$ cat src/rtl/fc_pkg.sv
package fc_pkg;

    localparam int VALUE_WIDTH = 16;
    localparam int PROD_W      = 2 * VALUE_WIDTH;
    localparam int CNT_W       = $clog2(VALUE_WIDTH);
    localparam int IN_DATA_W   = ((4 * VALUE_WIDTH + 7) / 8) * 8;
    localparam int OUT_DATA_W  = 8;

    typedef logic [VALUE_WIDTH-1:0] value_t;

    typedef struct packed {
        logic   start;
        value_t dividend;
        value_t divisor;
    } div_req_t;

    typedef struct packed {
        logic   done;
        value_t quot;
        value_t rem;
    } div_rsp_t;

    function automatic value_t magnitude(input value_t v);
        value_t m;
        m = v[VALUE_WIDTH-1] ? (~v + value_t'(1)) : v;
        return m;
    endfunction

endpackage

$ cat src/rtl/fc_divider.sv
module fc_divider
    import fc_pkg::*;
(
    input  logic     clk,
    input  logic     rst_n,
    input  div_req_t req,
    output div_rsp_t rsp
);

    logic             busy_reg;
    logic             busy_next;
    logic             done_reg;
    logic             done_next;
    logic [CNT_W-1:0] cnt_reg;
    logic [CNT_W-1:0] cnt_next;
    value_t           rem_reg;
    value_t           rem_next;
    value_t           quot_reg;
    value_t           quot_next;
    value_t           divisor_reg;
    value_t           divisor_next;

    logic [VALUE_WIDTH:0]   shifted;
    logic [VALUE_WIDTH+1:0] diff;
    logic                   take;

    // one restoring step per cycle, quotient bits shift in from the bottom
    assign shifted = {rem_reg, quot_reg[VALUE_WIDTH-1]};
    assign diff    = {1'b0, shifted} - {2'b00, divisor_reg};
    assign take    = ~diff[VALUE_WIDTH+1];

    always_comb
    begin
        busy_next    = busy_reg;
        done_next    = 1'b0;
        cnt_next     = cnt_reg;
        rem_next     = rem_reg;
        quot_next    = quot_reg;
        divisor_next = divisor_reg;
        if (req.start)
        begin
            busy_next    = 1'b1;
            cnt_next     = CNT_W'(VALUE_WIDTH - 1);
            rem_next     = '0;
            quot_next    = req.dividend;
            divisor_next = req.divisor;
        end
        else if (busy_reg)
        begin
            rem_next  = take ? diff[VALUE_WIDTH-1:0] : shifted[VALUE_WIDTH-1:0];
            quot_next = {quot_reg[VALUE_WIDTH-2:0], take};
            cnt_next  = cnt_reg - CNT_W'(1);
            if (cnt_reg == '0)
            begin
                busy_next = 1'b0;
                done_next = 1'b1;
            end
        end
    end

    always_ff @(posedge clk or negedge rst_n)
    begin
        if (!rst_n)
        begin
            busy_reg <= 1'b0;
            done_reg <= 1'b0;
        end
        else
        begin
            busy_reg <= busy_next;
            done_reg <= done_next;
        end
    end

    always_ff @(posedge clk)
    begin
        cnt_reg     <= cnt_next;
        rem_reg     <= rem_next;
        quot_reg    <= quot_next;
        divisor_reg <= divisor_next;
    end

    assign rsp.done = done_reg;
    assign rsp.quot = quot_reg;
    assign rsp.rem  = rem_reg;

endmodule

$ cat src/rtl/fraction_compare.sv
// channel  dir  signals                     beat
// s        in   s_tvalid s_tready s_tdata   num_a, den_a, num_b, den_b
// m        out  m_tvalid m_tready m_tdata   is_equal, is_less, zero_denominator
//
// one shared restoring divider for the euclid steps and both scale factors
// a zero denominator skips all arithmetic, result valid the cycle after the beat
// s_tready is high only while idle; result held in m_tdata until m_tready
// asynchronous active-low reset clears the sequencer and the output valid
module fraction_compare
    import fc_pkg::*;
(
    input  logic                  clk,
    input  logic                  rst_n,
    input  logic                  s_tvalid,
    output logic                  s_tready,
    input  logic [IN_DATA_W-1:0]  s_tdata,  // num_a, den_a, num_b, den_b
    output logic                  m_tvalid,
    input  logic                  m_tready,
    output logic [OUT_DATA_W-1:0] m_tdata   // is_equal, is_less, zero_denominator
);

    typedef enum logic [3:0] {
        S_IDLE,
        S_GCD_START,
        S_GCD_WAIT,
        S_FA_START,
        S_FA_WAIT,
        S_FB_START,
        S_FB_WAIT,
        S_MUL_A,
        S_MUL_B,
        S_CMP,
        S_OUT
    } state_t;

    state_t state_reg;
    state_t state_next;
    logic   m_tvalid_reg;
    logic   m_tvalid_next;

    value_t mna_reg, mna_next;
    value_t mnb_reg, mnb_next;
    logic   neg_a_reg, neg_a_next;
    logic   neg_b_reg, neg_b_next;
    value_t ma_reg, ma_next;
    value_t mb_reg, mb_next;
    value_t ga_reg, ga_next;
    value_t gb_reg, gb_next;
    value_t fa_reg, fa_next;
    value_t fb_reg, fb_next;
    logic signed [PROD_W-1:0] sa_reg, sa_next;
    logic signed [PROD_W-1:0] sb_reg, sb_next;
    logic [2:0] res_reg, res_next;

    value_t in_na, in_da, in_nb, in_db;
    logic   accept;

    div_req_t div_req;
    div_rsp_t div_rsp;

    value_t                   mul_x;
    value_t                   mul_y;
    logic                     mul_neg;
    logic [PROD_W-1:0]        prod;
    logic signed [PROD_W-1:0] scaled;

    assign in_na = s_tdata[VALUE_WIDTH-1:0];
    assign in_da = s_tdata[2*VALUE_WIDTH-1:VALUE_WIDTH];
    assign in_nb = s_tdata[3*VALUE_WIDTH-1:2*VALUE_WIDTH];
    assign in_db = s_tdata[4*VALUE_WIDTH-1:3*VALUE_WIDTH];

    assign s_tready = (state_reg == S_IDLE);
    assign accept   = s_tvalid && s_tready;

    fc_divider u_div (
        .clk   (clk),
        .rst_n (rst_n),
        .req   (div_req),
        .rsp   (div_rsp)
    );

    always_comb
    begin
        div_req.start    = 1'b0;
        div_req.dividend = ga_reg;
        div_req.divisor  = gb_reg;
        case (state_reg)
            S_GCD_START:
            begin
                div_req.start = (gb_reg != '0);
            end
            S_FA_START:
            begin
                div_req.start    = 1'b1;
                div_req.dividend = mb_reg;
                div_req.divisor  = ga_reg;
            end
            S_FB_START:
            begin
                div_req.start    = 1'b1;
                div_req.dividend = ma_reg;
                div_req.divisor  = ga_reg;
            end
            default:
            begin
                div_req.start = 1'b0;
            end
        endcase
    end

    // single multiplier shared by both scaled numerators
    assign mul_x   = (state_reg == S_MUL_A) ? mna_reg : mnb_reg;
    assign mul_y   = (state_reg == S_MUL_A) ? fa_reg : fb_reg;
    assign mul_neg = (state_reg == S_MUL_A) ? neg_a_reg : neg_b_reg;
    assign prod    = {{VALUE_WIDTH{1'b0}}, mul_x} * {{VALUE_WIDTH{1'b0}}, mul_y};
    assign scaled  = mul_neg ? -$signed(prod) : $signed(prod);

    always_comb
    begin
        state_next    = state_reg;
        m_tvalid_next = m_tvalid_reg;
        mna_next      = mna_reg;
        mnb_next      = mnb_reg;
        neg_a_next    = neg_a_reg;
        neg_b_next    = neg_b_reg;
        ma_next       = ma_reg;
        mb_next       = mb_reg;
        ga_next       = ga_reg;
        gb_next       = gb_reg;
        fa_next       = fa_reg;
        fb_next       = fb_reg;
        sa_next       = sa_reg;
        sb_next       = sb_reg;
        res_next      = res_reg;
        case (state_reg)
            S_IDLE:
            begin
                if (accept)
                begin
                    mna_next   = magnitude(in_na);
                    mnb_next   = magnitude(in_nb);
                    neg_a_next = in_na[VALUE_WIDTH-1] ^ in_da[VALUE_WIDTH-1];
                    neg_b_next = in_nb[VALUE_WIDTH-1] ^ in_db[VALUE_WIDTH-1];
                    ma_next    = magnitude(in_da);
                    mb_next    = magnitude(in_db);
                    ga_next    = magnitude(in_da);
                    gb_next    = magnitude(in_db);
                    if ((in_da == '0) || (in_db == '0))
                    begin
                        res_next      = 3'b100;
                        m_tvalid_next = 1'b1;
                        state_next    = S_OUT;
                    end
                    else
                    begin
                        state_next = S_GCD_START;
                    end
                end
            end
            S_GCD_START:
            begin
                state_next = (gb_reg == '0) ? S_FA_START : S_GCD_WAIT;
            end
            S_GCD_WAIT:
            begin
                if (div_rsp.done)
                begin
                    ga_next    = gb_reg;
                    gb_next    = div_rsp.rem;
                    state_next = S_GCD_START;
                end
            end
            S_FA_START:
            begin
                state_next = S_FA_WAIT;
            end
            S_FA_WAIT:
            begin
                if (div_rsp.done)
                begin
                    fa_next    = div_rsp.quot;
                    state_next = S_FB_START;
                end
            end
            S_FB_START:
            begin
                state_next = S_FB_WAIT;
            end
            S_FB_WAIT:
            begin
                if (div_rsp.done)
                begin
                    fb_next    = div_rsp.quot;
                    state_next = S_MUL_A;
                end
            end
            S_MUL_A:
            begin
                sa_next    = scaled;
                state_next = S_MUL_B;
            end
            S_MUL_B:
            begin
                sb_next    = scaled;
                state_next = S_CMP;
            end
            S_CMP:
            begin
                res_next      = {1'b0, (sa_reg < sb_reg), (sa_reg == sb_reg)};
                m_tvalid_next = 1'b1;
                state_next    = S_OUT;
            end
            S_OUT:
            begin
                if (m_tready)
                begin
                    m_tvalid_next = 1'b0;
                    state_next    = S_IDLE;
                end
            end
            default:
            begin
                state_next    = S_IDLE;
                m_tvalid_next = 1'b0;
            end
        endcase
    end

    always_ff @(posedge clk or negedge rst_n)
    begin
        if (!rst_n)
        begin
            state_reg    <= S_IDLE;
            m_tvalid_reg <= 1'b0;
            res_reg      <= '0;
        end
        else
        begin
            state_reg    <= state_next;
            m_tvalid_reg <= m_tvalid_next;
            res_reg      <= res_next;
        end
    end

    always_ff @(posedge clk)
    begin
        mna_reg   <= mna_next;
        mnb_reg   <= mnb_next;
        neg_a_reg <= neg_a_next;
        neg_b_reg <= neg_b_next;
        ma_reg    <= ma_next;
        mb_reg    <= mb_next;
        ga_reg    <= ga_next;
        gb_reg    <= gb_next;
        fa_reg    <= fa_next;
        fb_reg    <= fb_next;
        sa_reg    <= sa_next;
        sb_reg    <= sb_next;
    end

    assign m_tvalid = m_tvalid_reg;
    assign m_tdata  = {{(OUT_DATA_W - 3){1'b0}}, res_reg};

endmodule

$ cat config.mk
export PLATFORM = sky130hd
export DESIGN_NAME = fraction_compare
export DESIGN_NICKNAME = d
export VERILOG_FILES = /design/src/rtl/fc_pkg.sv /design/src/rtl/fc_divider.sv /design/src/rtl/fraction_compare.sv
export SDC_FILE = /design/constraint.sdc
export NUM_CORES = 1
export LEC_CHECK = 0
export BUFFER_PORTS_ARGS = -buffer_cell sky130_fd_sc_hd__buf_2
export CORE_MARGIN = 10
export CORE_UTILIZATION = 41
export CTS_CLUSTER_DIAMETER = 40
export DETAILED_ROUTE_END_ITERATION = 12
export PLACE_DENSITY = 0.62
export RECOVER_POWER = 25
export SLEW_MARGIN = 15
export SYNTH_ARGS = -nofsm -noshare
export SYNTH_HDL_FRONTEND = slang
export SYNTH_SLANG_ARGS = --single-unit
$ cat constraint.sdc
create_clock -name clk -period 13.15 [get_ports clk]
set_input_delay 1.9725 -clock clk [delete_from_list [all_inputs] [get_ports clk]]
set_output_delay 1.9725 -clock clk [all_outputs]
set_load 0.01 [all_outputs]
Yosys cells after proc, flatten, opt, wreduce, memory -nomap -nowiden
Cells that the tools add are included.
W data, S select, Z words.
{"block": "word_totals", "out_inout_bits": 10, "word_cells": 117, "latch_bits": 0, "in_bits": 68, "register_bits": 256, "romBits": 0, "memories": 0, "mem_bits_rw": 0}
{"block": "op_classes", "n_lt_le_gt_ge": 1, "div_mod_pow": 0, "n_mul": 1, "n_reduce_logical": 20, "n_bitwise": 8, "shift": 0, "muxes": 40, "eq_ne": 17, "n_addsub": 7}
{"cell": "$mux W16", "n": 11}
{"cell": "$add A16 B1 Y16 const B", "n": 4}
{"cell": "$not A16 Y16", "n": 4}
{"cell": "$pmux W16 S2", "n": 2}
{"cell": "$pmux W32 S2", "n": 1}
{"cell": "$logic_not A16 Y1", "n": 3}
{"cell": "$pmux W4 S11", "n": 1}
{"cell": "$eq A32 B32 Y1", "n": 1}
{"cell": "$lt A32 B32 Y1", "n": 1}
{"cell": "$mul A16 B16 Y32", "n": 1}
{"cell": "$mux W32", "n": 1}
{"cell": "$neg A32 Y32", "n": 1}
{"cell": "$mux W15", "n": 2}
{"cell": "$mux W4", "n": 6}
{"cell": "$sub A17 B16 Y18", "n": 1}
{"cell": "$eq A4 B3 Y1 const B", "n": 4}
{"cell": "$reduce_bool A16 Y1", "n": 1}
{"cell": "$eq A4 B4 Y1 const B", "n": 3}
{"cell": "$mux W1", "n": 11}
{"cell": "$ne A2 B1 Y1 const B", "n": 5}
{"cell": "$eq A4 B2 Y1 const B", "n": 2}
{"cell": "$logic_not A4 Y1", "n": 2}
{"cell": "$reduce_or A8 Y1", "n": 1}
{"cell": "$mux W3", "n": 2}
{"cell": "other kinds (16)", "n": 23}

Longest topological paths before layout
Gate-level depths: netlist (run 1).
{"block": "logic_depth", "depth_word": 5, "mapped_depth": 32, "depth_no_buf": 27}

Hierarchy
From an unflattened synthesis (run 1), not the netlist that was laid out.
{"block": "hier_totals", "cells_unflattened": 2257, "hier_area_um2": 22248.8}
{"module": "fraction_compare", "n_inst": 1, "cells_each": 1960, "area_per_inst_um2": 19192.2}
{"module": "fc_divider", "n_inst": 1, "cells_each": 297, "area_per_inst_um2": 3056.7}

Worst setup path before layout (run 1)
No wires, ideal clock.
{"block": "synth_timing", "kind": "flip-flop to flip-flop", "start": "register state_reg[3]", "end": "register sa_reg[26], data pin", "slack_ns": 4.437, "t_required_ns": 12.878, "setup_ns": 0.272, "stages_incl_launch_ff": 33, "path_buffers": 5, "arrival_ns": 8.440, "period_less_slack_ns": 8.713, "path_cell_list": "dfrtp_1 > buf_2 > nand4b_4 > buf_6 > inv_1 > clkbuf_1 > buf_1 > nand2_1 > nand2_1 > nand2_1 > fa_1 > inv_1 > fa_1 > inv_1 > fa_1 > inv_1 > fa_1 > fa_1 > inv_1 > fa_1 > inv_1 > ha_1 > buf_2 > and4_1 > nor3b_1 > a22oi_1 > a31oi_1 > xnor2_1 > nand2_1 > or2_2 > nor4_2 > a21oi_1 > xor2_1"}
{"block": "synth_between", "elab_chain_cells": 5, "elab_cells_between_ends": 7, "cone_classes": "add/sub (1); mul (1); eq/ne (1); mux (4)"}
{"element": "start, declared", "line": "fraction_compare.sv:36", "source": "state_t state_reg;"}
{"element": "start signal, assigned", "line": "fraction_compare.sv:239", "source": "state_reg <= state_next;"}
{"element": "$eq A4 B3 Y1 (*)", "line": "fraction_compare.sv:112, fraction_compare.sv:113, fraction_compare.sv:114"}
{"element": "$mux W16, on equally long branches", "line": "fraction_compare.sv:112, fraction_compare.sv:113"}
{"element": "$mul A16 B16 Y32", "line": "fraction_compare.sv:115", "source": "assign prod = {{VALUE_WIDTH{1'b0}}, mul_x} * {{VALUE_WIDTH{1'b0}}, mul_y};"}
{"element": "$neg A32 Y32", "line": "fraction_compare.sv:116", "source": "assign scaled = mul_neg ? -$signed(prod) : $signed(prod);"}
{"element": "$mux W32 (*)", "line": "fraction_compare.sv:116"}
{"element": "net scaled[26]", "line": "fraction_compare.sv:65", "source": "logic signed [PROD_W-1:0] scaled;"}
{"element": "end signal, assigned", "line": "fraction_compare.sv:257", "source": "sa_reg <= sa_next;"}
{"element": "end, declared", "line": "fraction_compare.sv:51", "source": "logic signed [PROD_W-1:0] sa_reg, sa_next;"}
Mark *: on every way through the listed nets, which the timed path passes. The rest lies on a longest branch.
A chain may end at the register's enable or synchronous reset.

Worst setup path after layout (run 1)
{"block": "layout_timing", "start": "register state_reg[2]", "end": "register sb_reg[26], data pin"}
{"block": "layout_between", "elab_chain_cells": 5, "elab_cells_between_ends": 7, "cone_classes": "add/sub (1); mul (1); eq/ne (1); mux (4)"}
{"element": "$eq A4 B3 Y1 (*)", "line": "fraction_compare.sv:112, fraction_compare.sv:113, fraction_compare.sv:114"}
{"element": "$mux W16, on equally long branches", "line": "fraction_compare.sv:112, fraction_compare.sv:113"}
{"element": "$mul A16 B16 Y32", "line": "fraction_compare.sv:115"}
{"element": "$neg A32 Y32", "line": "fraction_compare.sv:116"}
{"element": "$mux W32 (*)", "line": "fraction_compare.sv:116"}
{"element": "net scaled[26]", "line": "fraction_compare.sv:65"}
{"element": "end signal, assigned", "line": "fraction_compare.sv:258", "source": "sb_reg <= sb_next;"}
{"element": "end, declared", "line": "fraction_compare.sv:52", "source": "logic signed [PROD_W-1:0] sb_reg, sb_next;"}
Marked as above.

==> results.toml, run 1 <==
[yosys]
synth-edff-count = 226
synthDistinctLibCells = 82
yosysSeqAreaShare_pct = 34.00
synthArstFlopShare_pct = 3.906
avgSynthCellArea_um2 = 9.756
synth_area_um2 = 21870
synthesis.instances = 2242
yosys_most_used_dff = "edfxtp_1"
yosysWarnings = 0
synth_seq_cells = 256

[clock_network]
post_cts_buffers = 0
cts_buffer_depth = 3
clock-sinks = 256
root_buffer = "clkbuf_16"
clk_latency_ps = 560
tritoncts = "yes"
postCtsHoldBufs = 0
post_cts_resized = 0
cts_made_buffers = 40
htree_levels = 2
path_clk_slew_ps = 60

[critical_path]
worstReg2RegStart = "state_reg[2]$_DFFE_PN0P_"
r2r-end = "sb_reg[26]$_DFFE_PP_"
start_kind = "register"
cpMaxStageDelayCell = "dfrtp_1"
crit_required_ps = 13410
arrival_ps = 9950
cpLargestDelayFamily = "adder cells"
cp_max_fo = 56
cpPeakStageDelay_ps = 820
cp-end-kind = "register"
cp_common_cell = "fa_1"
startpoint = "state_reg[2]$_DFFE_PN0P_"
path_buf_inv = 7
r2r_cells = 28
r2r_slack_ps = 3460
worstSetupPathType = "register to register"

[hold_path]
hp-class = "register to register"
holdPathEnd = "u_div.done_reg$_DFF_PN0_"
hold_start = "u_div.cnt_reg[3]$_SDFFE_PP1P_"
hold_depth = 1

[timing]
tns_ps = 0
setup_viol = 0
period_needed_ps = 9695
clock.fmax_mhz = 103.1
drv_slew = 105
finClkSkew_ps = 32.52
rsz0062_at_grt = "false"
relSlewSlack_pct = -108.2
worstMarginPinSlew_ps = 3124
period_share_pct = 73.72
hold_viol_final = 0

[global_route]
grt.met1_usage_pct = 22.51
grtUsageMet2_pct = 28.87
grt_max_degree = 72
grt_pass1_wl_um = 88760
antenna_found_initial = 0
grt_overflow = 0
grtUsageTotal_pct = 17.27
top_usage_layer = "met2"
grt_pass1_vias = 16652
met3_usage_pct = 2.788

[drt]
drc = 0
drt_wl_total_um = 54650
drtAntennaViolNets = 0
dr.first_iter.drc_count = 1076
wl_per_cell_um = 18.05
vias = 15947
vias_per_cell = 5.267
firstDrtPassIters = 5

[floorplan]
initial_core_util_pct = 41.54
fp.dieW_um = 251.0
io_pins = 78
core_area_um2 = 52660
row_count = 84
die_h_um = 251.0
die_area_um2 = 62990

[layout]
syn2layout_area_growth_pct = 11.68
mostFrequentLayoutCells = "319 x inv_1, 315 x nand2_1, 277 x nor2_1"
drive_gt1_share_pct = 9.615
n_antenna_cell = 0
final_common_cell = "inv_1"
final_nets = 2729
fin_cells = 3028

[status]
status = "finished, violations left"
violations = "max-capacitance violations, max-slew violations"

[job]
maxCapViolCount = 2

[placed_design]
placedCellCount = 2954
portBuffers = 72
place.gp.congestion = 0.9908
dp.final_hpwl_um = 42970
[per-stage QoR]
step	cell area [um2]	setup WS, ps	hold WS [ps]	utilization, %
2_1_floorplan	21890	4437	438.4	-
3_3_place_gp	23040	3688	459.9	43.76
3_5_place_dp	23040	3517	466.8	43.76
4_1_cts	24460	3463	479.3	46.46
5_1_grt	24430	2796	503.3	46.39
6_report	24430	3455	472.8	46.39
[worst reg2reg max path: cells and delay by family, from the launching register on]
kind,cells,cell delay [ps]
fa+ha+maj,7,3540
simple gates,9,2670
buf+inv,7,1250
flops,1,820
compound gates,3,710
xor+xnor,2,410
[metal layers]
layer	vias to the layer above	wire, um
met2	458	25980
li1	7604	-
met3	89	3108
met5	-	0
met1	7796	24130
met4	0	1429
[Yosys cell counts (all sizes together) (9+ instances only)]
cell | instances | area [um2]
nand3 | 17 | 85.08
a21o | 21 | 157.7
nand2 | 315 | 1182
o21ai | 65 | 325.3
edfxtp | 226 | 6787
buf | 18 | 102.6
nor3 | 24 | 125.1
nor2b | 10 | 62.56
a21oi | 60 | 304.0
a31oi | 36 | 225.2
ha | 158 | 1977
a211oi | 18 | 145.1
clkbuf | 61 | 230.2
dfrtp | 10 | 250.2
xor2 | 26 | 227.7
a22oi | 16 | 120.1
fa | 195 | 3904
mux2i | 39 | 402.9
nand4 | 12 | 75.07
nand2b | 20 | 125.1
o21a | 16 | 120.1
o31ai | 21 | 172.7
nor2 | 279 | 1050
o41ai | 9 | 78.83
xnor2 | 93 | 822.0
dfxtp | 20 | 400.4
nor4 | 22 | 162.7
mux2 | 29 | 326.6
inv | 320 | 1201
[final cells by class]
type,instances,area [um2]
multi-input cells,1591,12970
clock inverters,31,384.1
fillers,4929,28230
flip-flops and latches,256,7437
clock buffers,43,1033
repair buffers,99,536.8
well taps,688,860.8
inverters,320,1201
[cell families after synthesis]
group | Yosys count | share of synthesized area, %
xor gates and xnor gates | 119 | 4.799
muxes | 68 | 3.335
and+or+nand+nor | 751 | 15.08
AOI/OAI and AO/OA | 295 | 8.872
other | 1 | 0.01714
adders and majority gates | 353 | 26.88
buffers and inverters | 399 | 7.013
DFF | 256 | 34.00
[worst max path at each step]
stage	cells after the start	to
2_1_floorplan	32	sa_reg[26]$_DFFE_PP_
3_3_place_gp	28	sa_reg[26]$_DFFE_PP_
3_5_place_dp	28	sb_reg[26]$_DFFE_PP_
4_1_cts	28	sb_reg[26]$_DFFE_PP_
5_1_grt	28	sa_reg[30]$_DFFE_PP_
6_report	28	sb_reg[26]$_DFFE_PP_
Power of run 1 is not shown: default switching activity piles up to over one toggle a cycle in this logic, so the estimate is an artifact.
==> inputs of run 2 (changes only) <==
- ABC_AREA: unset -> 1
- clock period: 13.15 -> 9.19 ns (I/O delays scaled with it)
==> run 2 against run 1 <==
Effect of this change:
- the run still ends with max-capacitance violations, max-slew violations left
- hold slack about the same
- synthesized cell count up 22%
- highest routed layer unchanged
- count of clock-buffer cells in the layout up 7
- core utilization down 0.39 points
- global-route usage up 2.0 points
- first-iteration DRC count up 11%
- non-clock buffer count up 11
- setup slack worse by 2700 ps
- via count up 12%
- flip-flop and latch count unchanged
- largest cell class unchanged
- final cell count up 17%
- register-to-register slack worse by 2700 ps
==> results.toml, run 2 <==
[layout]
syn2layout_area_growth_pct = 11.68
drive_gt1_share_pct = 7.013
multi_input_area_um2 = 12700
mostFrequentLayoutCells = "675 x nand2_1, 590 x inv_1, 252 x nor2_1"
n_antenna_cell = 0
regArea_um2 = 7437
final_nets = 3240
final_common_cell = "nand2_1"
final_cell_area_um2 = 25240
fillers = 5352

[critical_path]
cpPeakStageDelay_ps = 540
start_kind = "register"
path_buf_inv = 7
cp_max_fo = 39
cp-end-kind = "register"
crit_required_ps = 9500
arrival_ps = 8780
cpMaxStageDelayCell = "fa_1"
worstSetupPathType = "register to register"
cpLargestDelayFamily = "adder cells"

[yosys]
yosysSeqAreaShare_pct = 32.90
synthSimpleGateAreaFrac_pct = 19.82
synth_area_um2 = 22600
synthXorXnorAreaFrac_pct = 3.642
synth.mux.area_fraction_pct = 0.04982
synth-edff-count = 226
synth_top_family_by_area = "adder cells"
synth.top_cell.area_share_pct = 30.02
synth_seq_cells = 256
synthArstFlopShare_pct = 3.906
yosys_most_used_dff = "edfxtp_1"
synth_most_common_cell = "nand2_1"
synthAdderAreaFrac_pct = 26.02
avgSynthCellArea_um2 = 8.292
synth_compound_area_share_pct = 6.438
synthDistinctLibCells = 47
synthesis.instances = 2726
synth_area_leaders = "edfxtp_1 30%, fa_1 17%, nand2_1 11%"
synth_top_area_cell = "edfxtp_1"
synth_common_cells = "675 x nand2_1, 591 x inv_1, 252 x nor2_1, 226 x edfxtp_1, 195 x fa_1"
yosysWarnings = 0

[job]
maxCapViolCount = 3

[placed_design]
place.gp.congestion = 0.9367
dp.final_hpwl_um = 48120
placed_cell_area_um2 = 23920
portBuffers = 72

[drt]
drtAntennaViolNets = 0
wl_per_cell_um = 16.85
dr.first_iter.drc_count = 1194
drt_wl_total_um = 59920
vias_per_cell = 5.033
vias = 17898
firstDrtPassIters = 6
drc = 0

[timing]
hold_viol_final = 0
period_share_pct = 92.13
relSlewSlack_pct = -70.23
worstMarginPinSlew_ps = 2534
finClkSkew_ps = 44.92
drv_slew = 83
whs_ps = 472.4
rsz0062_at_grt = "false"
tns_ps = 0
period_needed_ps = 8467
clock.fmax_mhz = 118.1
setup_viol = 0

[clock_network]
postCtsHoldBufs = 0
clock-sinks = 256
tritoncts = "yes"
post_cts_resized = 0
post_cts_buffers = 0
cts_made_buffers = 42
root_buffer = "clkbuf_16"
cts_buffer_depth = 3
path_clk_slew_ps = 50
clk_latency_ps = 570
htree_levels = 2

[floorplan]
die_h_um = 254.8
die_area_um2 = 64920
row_count = 86
fp.dieW_um = 254.8
initial_core_util_pct = 41.19
core_area_um2 = 54880
io_pins = 78

[global_route]
grt_overflow = 0
grtUsageTotal_pct = 19.25
grt_pass1_wl_um = 98650
grt_max_degree = 67
antenna_found_initial = 0
grt_pass1_vias = 18591

[status]
violations = "max-capacitance violations, max-slew violations"
status = "finished, violations left"

[hold_path]
hp-class = "register to register"
## run 2: final cells by class
cell class              instances  share of cell area [%]
well taps                     704                   3.489
clock buffers                  50                   4.406
flip-flops and latches        256                   29.46
multi-input cells            1813                   50.31
clock inverters                27                   1.001
repair buffers                110                   2.473
inverters                     596                   8.862
## run 2: final timing paths
path | cells past startpoint | startpoint | slack, ps | to
min | 2 | res_reg[0]$_DFFE_PN0P_ | 470 | res_reg[0]$_DFFE_PN0P_
min in group asynchronous | 1 | rst_n | 810 | u_div.done_reg$_DFF_PN0_
min reg2reg | 2 | res_reg[0]$_DFFE_PN0P_ | 470 | res_reg[0]$_DFFE_PN0P_
max in group asynchronous | 1 | rst_n | 8000 | state_reg[3]$_DFFE_PN0P_
max reg2reg | 30 | state_reg[3]$_DFFE_PN0P_ | 720 | sa_reg[20]$_DFFE_PP_
max | 30 | state_reg[3]$_DFFE_PN0P_ | 720 | sa_reg[20]$_DFFE_PP_
## run 2: tightest hold or removal path, delay by kind of cell (launching register included)
family	cells	cell delay (ps)
and+or+nand+nor	1	50
DFF	1	340
AOI/OAI and AO/OA	1	50
## run 2: metal layers
layer | wire length, um | up-vias | track usage [%] | share of wire, %
li1 | - | 8708 | - | -
met1 | 25520 | 8619 | 24.19 | 43
met2 | 29880 | 479 | 34.16 | 50
met3 | 3017 | 92 | 2.445 | 5.0
met4 | 1501 | 0 | 5.321 | 2.5
met5 | 0 | - | 0 | 0
## run 2: cell families after synthesis
kind of cell | Yosys count
fa+ha+maj | 353
mux | 1
xor+xnor | 94
buf+inv | 661
flops | 256
other cells | 1
compound gates | 256
simple gates | 1104
## run 2: stage by stage
step,worst slack (ps),instances,util [%]
detailed placement,795.0,3479,43.59
global route,133.4,3556,46.00
CTS,774.3,3556,46.08
global placement,976.2,3479,43.59
finish,723.2,3556,46.00
floorplan,1993,2730,-
Power of run 2 is left out for the same reason.
==> inputs of run 3 (changes only) <==
==> constraint.sdc (replaced) <==
create_clock -name clk -period 9.19 [get_ports clk]
set_input_delay 1.838 -clock clk [delete_from_list [all_inputs] [get_ports clk]]
set_output_delay 1.838 -clock clk [all_outputs]
set_load 0.01 [all_outputs]
==> run 3 against run 2 <==
Effect of this change:
- the flow still finishes with violations (max-capacitance violations, max-slew violations)
- count of clock-buffer cells in the layout did not move
- wire length barely moved
- flip-flop and latch count did not move
- hold slack barely moved
- register-to-register slack got worse by 50 ps
- maximum frequency fell by 0.58%
- critical path depth rose by 1
- non-clock buffer count did not move
- first-iteration DRC count rose by 6.4%
- critical endpoint is now sb_reg[24]$_DFFE_PP_
- cell area barely moved
==> results.toml, run 3 (synthesis results as in run 2) <==
[timing]
finClkSkew_ps = 46.57
worstMarginPinSlew_ps = 2536
period_share_pct = 92.67
relSlewSlack_pct = -70.39
clock.fmax_mhz = 117.4
drv_slew = 100
worst_slack_ps = 673.5
tns_ps = 0
setup_viol = 0
hold_viol_final = 0
period_needed_ps = 8516
rsz0062_at_grt = "false"

[hold_path]
hp-class = "register to register"
hold_start = "res_reg[0]$_DFFE_PN0P_"
holdPathEnd = "res_reg[0]$_DFFE_PN0P_"
hold_depth = 2

[clock_network]
root_buffer = "clkbuf_16"
path_clk_slew_ps = 50
post_cts_resized = 0
postCtsHoldBufs = 0
clock-sinks = 256
tritoncts = "yes"
cts_buffer_depth = 3
clk_latency_ps = 570
post_cts_buffers = 0
cts_made_buffers = 42
htree_levels = 2

[floorplan]
core_area_um2 = 54880
row_count = 86
die_h_um = 254.8
die_area_um2 = 64920
initial_core_util_pct = 41.19
fp.dieW_um = 254.8
io_pins = 78

[layout]
final_common_cell = "nand2_1"
final_nets = 3240
fin_util_pct = 45.98
n_antenna_cell = 0
drive_gt1_share_pct = 7.013
syn2layout_area_growth_pct = 11.64
fin_cells = 3556
mostFrequentLayoutCells = "675 x nand2_1, 590 x inv_1, 252 x nor2_1"

[placed_design]
post-place-ws_ps = 795.0
placedCellCount = 3479
place.gp.congestion = 0.9367
dp.final_hpwl_um = 48120
portBuffers = 72

[global_route]
grt_max_degree = 67
grtUsageTotal_pct = 19.25
grt_pass1_vias = 18591
grt_overflow = 0
antenna_found_initial = 0
grt_pass1_wl_um = 98650

[job]
maxCapViolCount = 4

[drt]
drtAntennaViolNets = 0
drt_wl_total_um = 59910
wl_met2_um = 29800
topRoutingLayerUsed = "met4"
drc = 0
firstDrtPassIters = 7
wl_per_cell_um = 16.85
vias_per_cell = 5.025
vias = 17870
wl_met1_um = 25470
dr.first_iter.drc_count = 1270
wl_met3_um = 3131

[status]
violations = "max-capacitance violations, max-slew violations"
status = "finished, violations left"

[critical_path]
cpMaxStageDelayCell = "fa_1"
crit_required_ps = 9540
cp_max_fo = 39
cp-end-kind = "register"
r2r_slack_ps = 670
arrival_ps = 8860
r2r_cells = 31
worstSetupPathType = "register to register"
r2r-end = "sb_reg[24]$_DFFE_PP_"
cpPeakStageDelay_ps = 540
start_kind = "register"
worstReg2RegStart = "state_reg[1]$_DFFE_PN0P_"
run 3: cell count changes in the layout (fill, tap and decap cells not counted), sizes merged:
cell,previous run,this run
buf,99,100
clkbuf,61,60
run 3: critical path: cells and delay by family, from the launching register on:
family | cells | cell delay, ps
xor+xnor | 1 | 240
buf+inv | 7 | 1190
fa+ha+maj | 7 | 3250
flops | 1 | 410
compound gates | 1 | 510
simple gates | 15 | 2690
run 3: cell type report:
class / count / area, um2
inverters: 596 / 2237
fillers: 5355 / 29640
clock buffers: 50 / 1112
repair buffers: 110 / 625.6
clock inverters: 27 / 252.7
multi-input cells: 1813 / 12690
well taps: 704 / 880.8
flip-flops and latches: 256 / 7437
run 3: per-stage QoR:
| stage | hold slack (ps) | instance area, um2 |
|---|---|---|
| 2_1_floorplan | 429.6 | 22620 |
| 3_3_place_gp | 454.8 | 23920 |
| 3_5_place_dp | 459.2 | 23920 |
| 4_1_cts | 468.7 | 25290 |
| 5_1_grt | 495.5 | 25230 |
| 6_report | 472.4 | 25230 |
run 3: how the worst max path moves through the flow:
stage	startpoint	to	slack [ps]
6_report	state_reg[1]$_DFFE_PN0P_	sb_reg[24]$_DFFE_PP_	670
5_1_grt	state_reg[1]$_DFFE_PN0P_	sa_reg[20]$_DFFE_PP_	130
4_1_cts	state_reg[1]$_DFFE_PN0P_	sb_reg[24]$_DFFE_PP_	770
3_5_place_dp	state_reg[1]$_DFFE_PN0P_	sa_reg[20]$_DFFE_PP_	790
3_3_place_gp	state_reg[1]$_DFFE_PN0P_	sa_reg[20]$_DFFE_PP_	980
2_1_floorplan	state_reg[3]$_DFFE_PN0P_	sa_reg[28]$_DFFE_PP_	1990
run 3: per-layer routing:
metal	GRT usage [%]	up-vias
met3	2.445	94
met4	5.321	0
li1	-	8701
met2	34.16	468
met1	24.19	8607
met5	0	-
Power of run 3 is left out for the same reason.
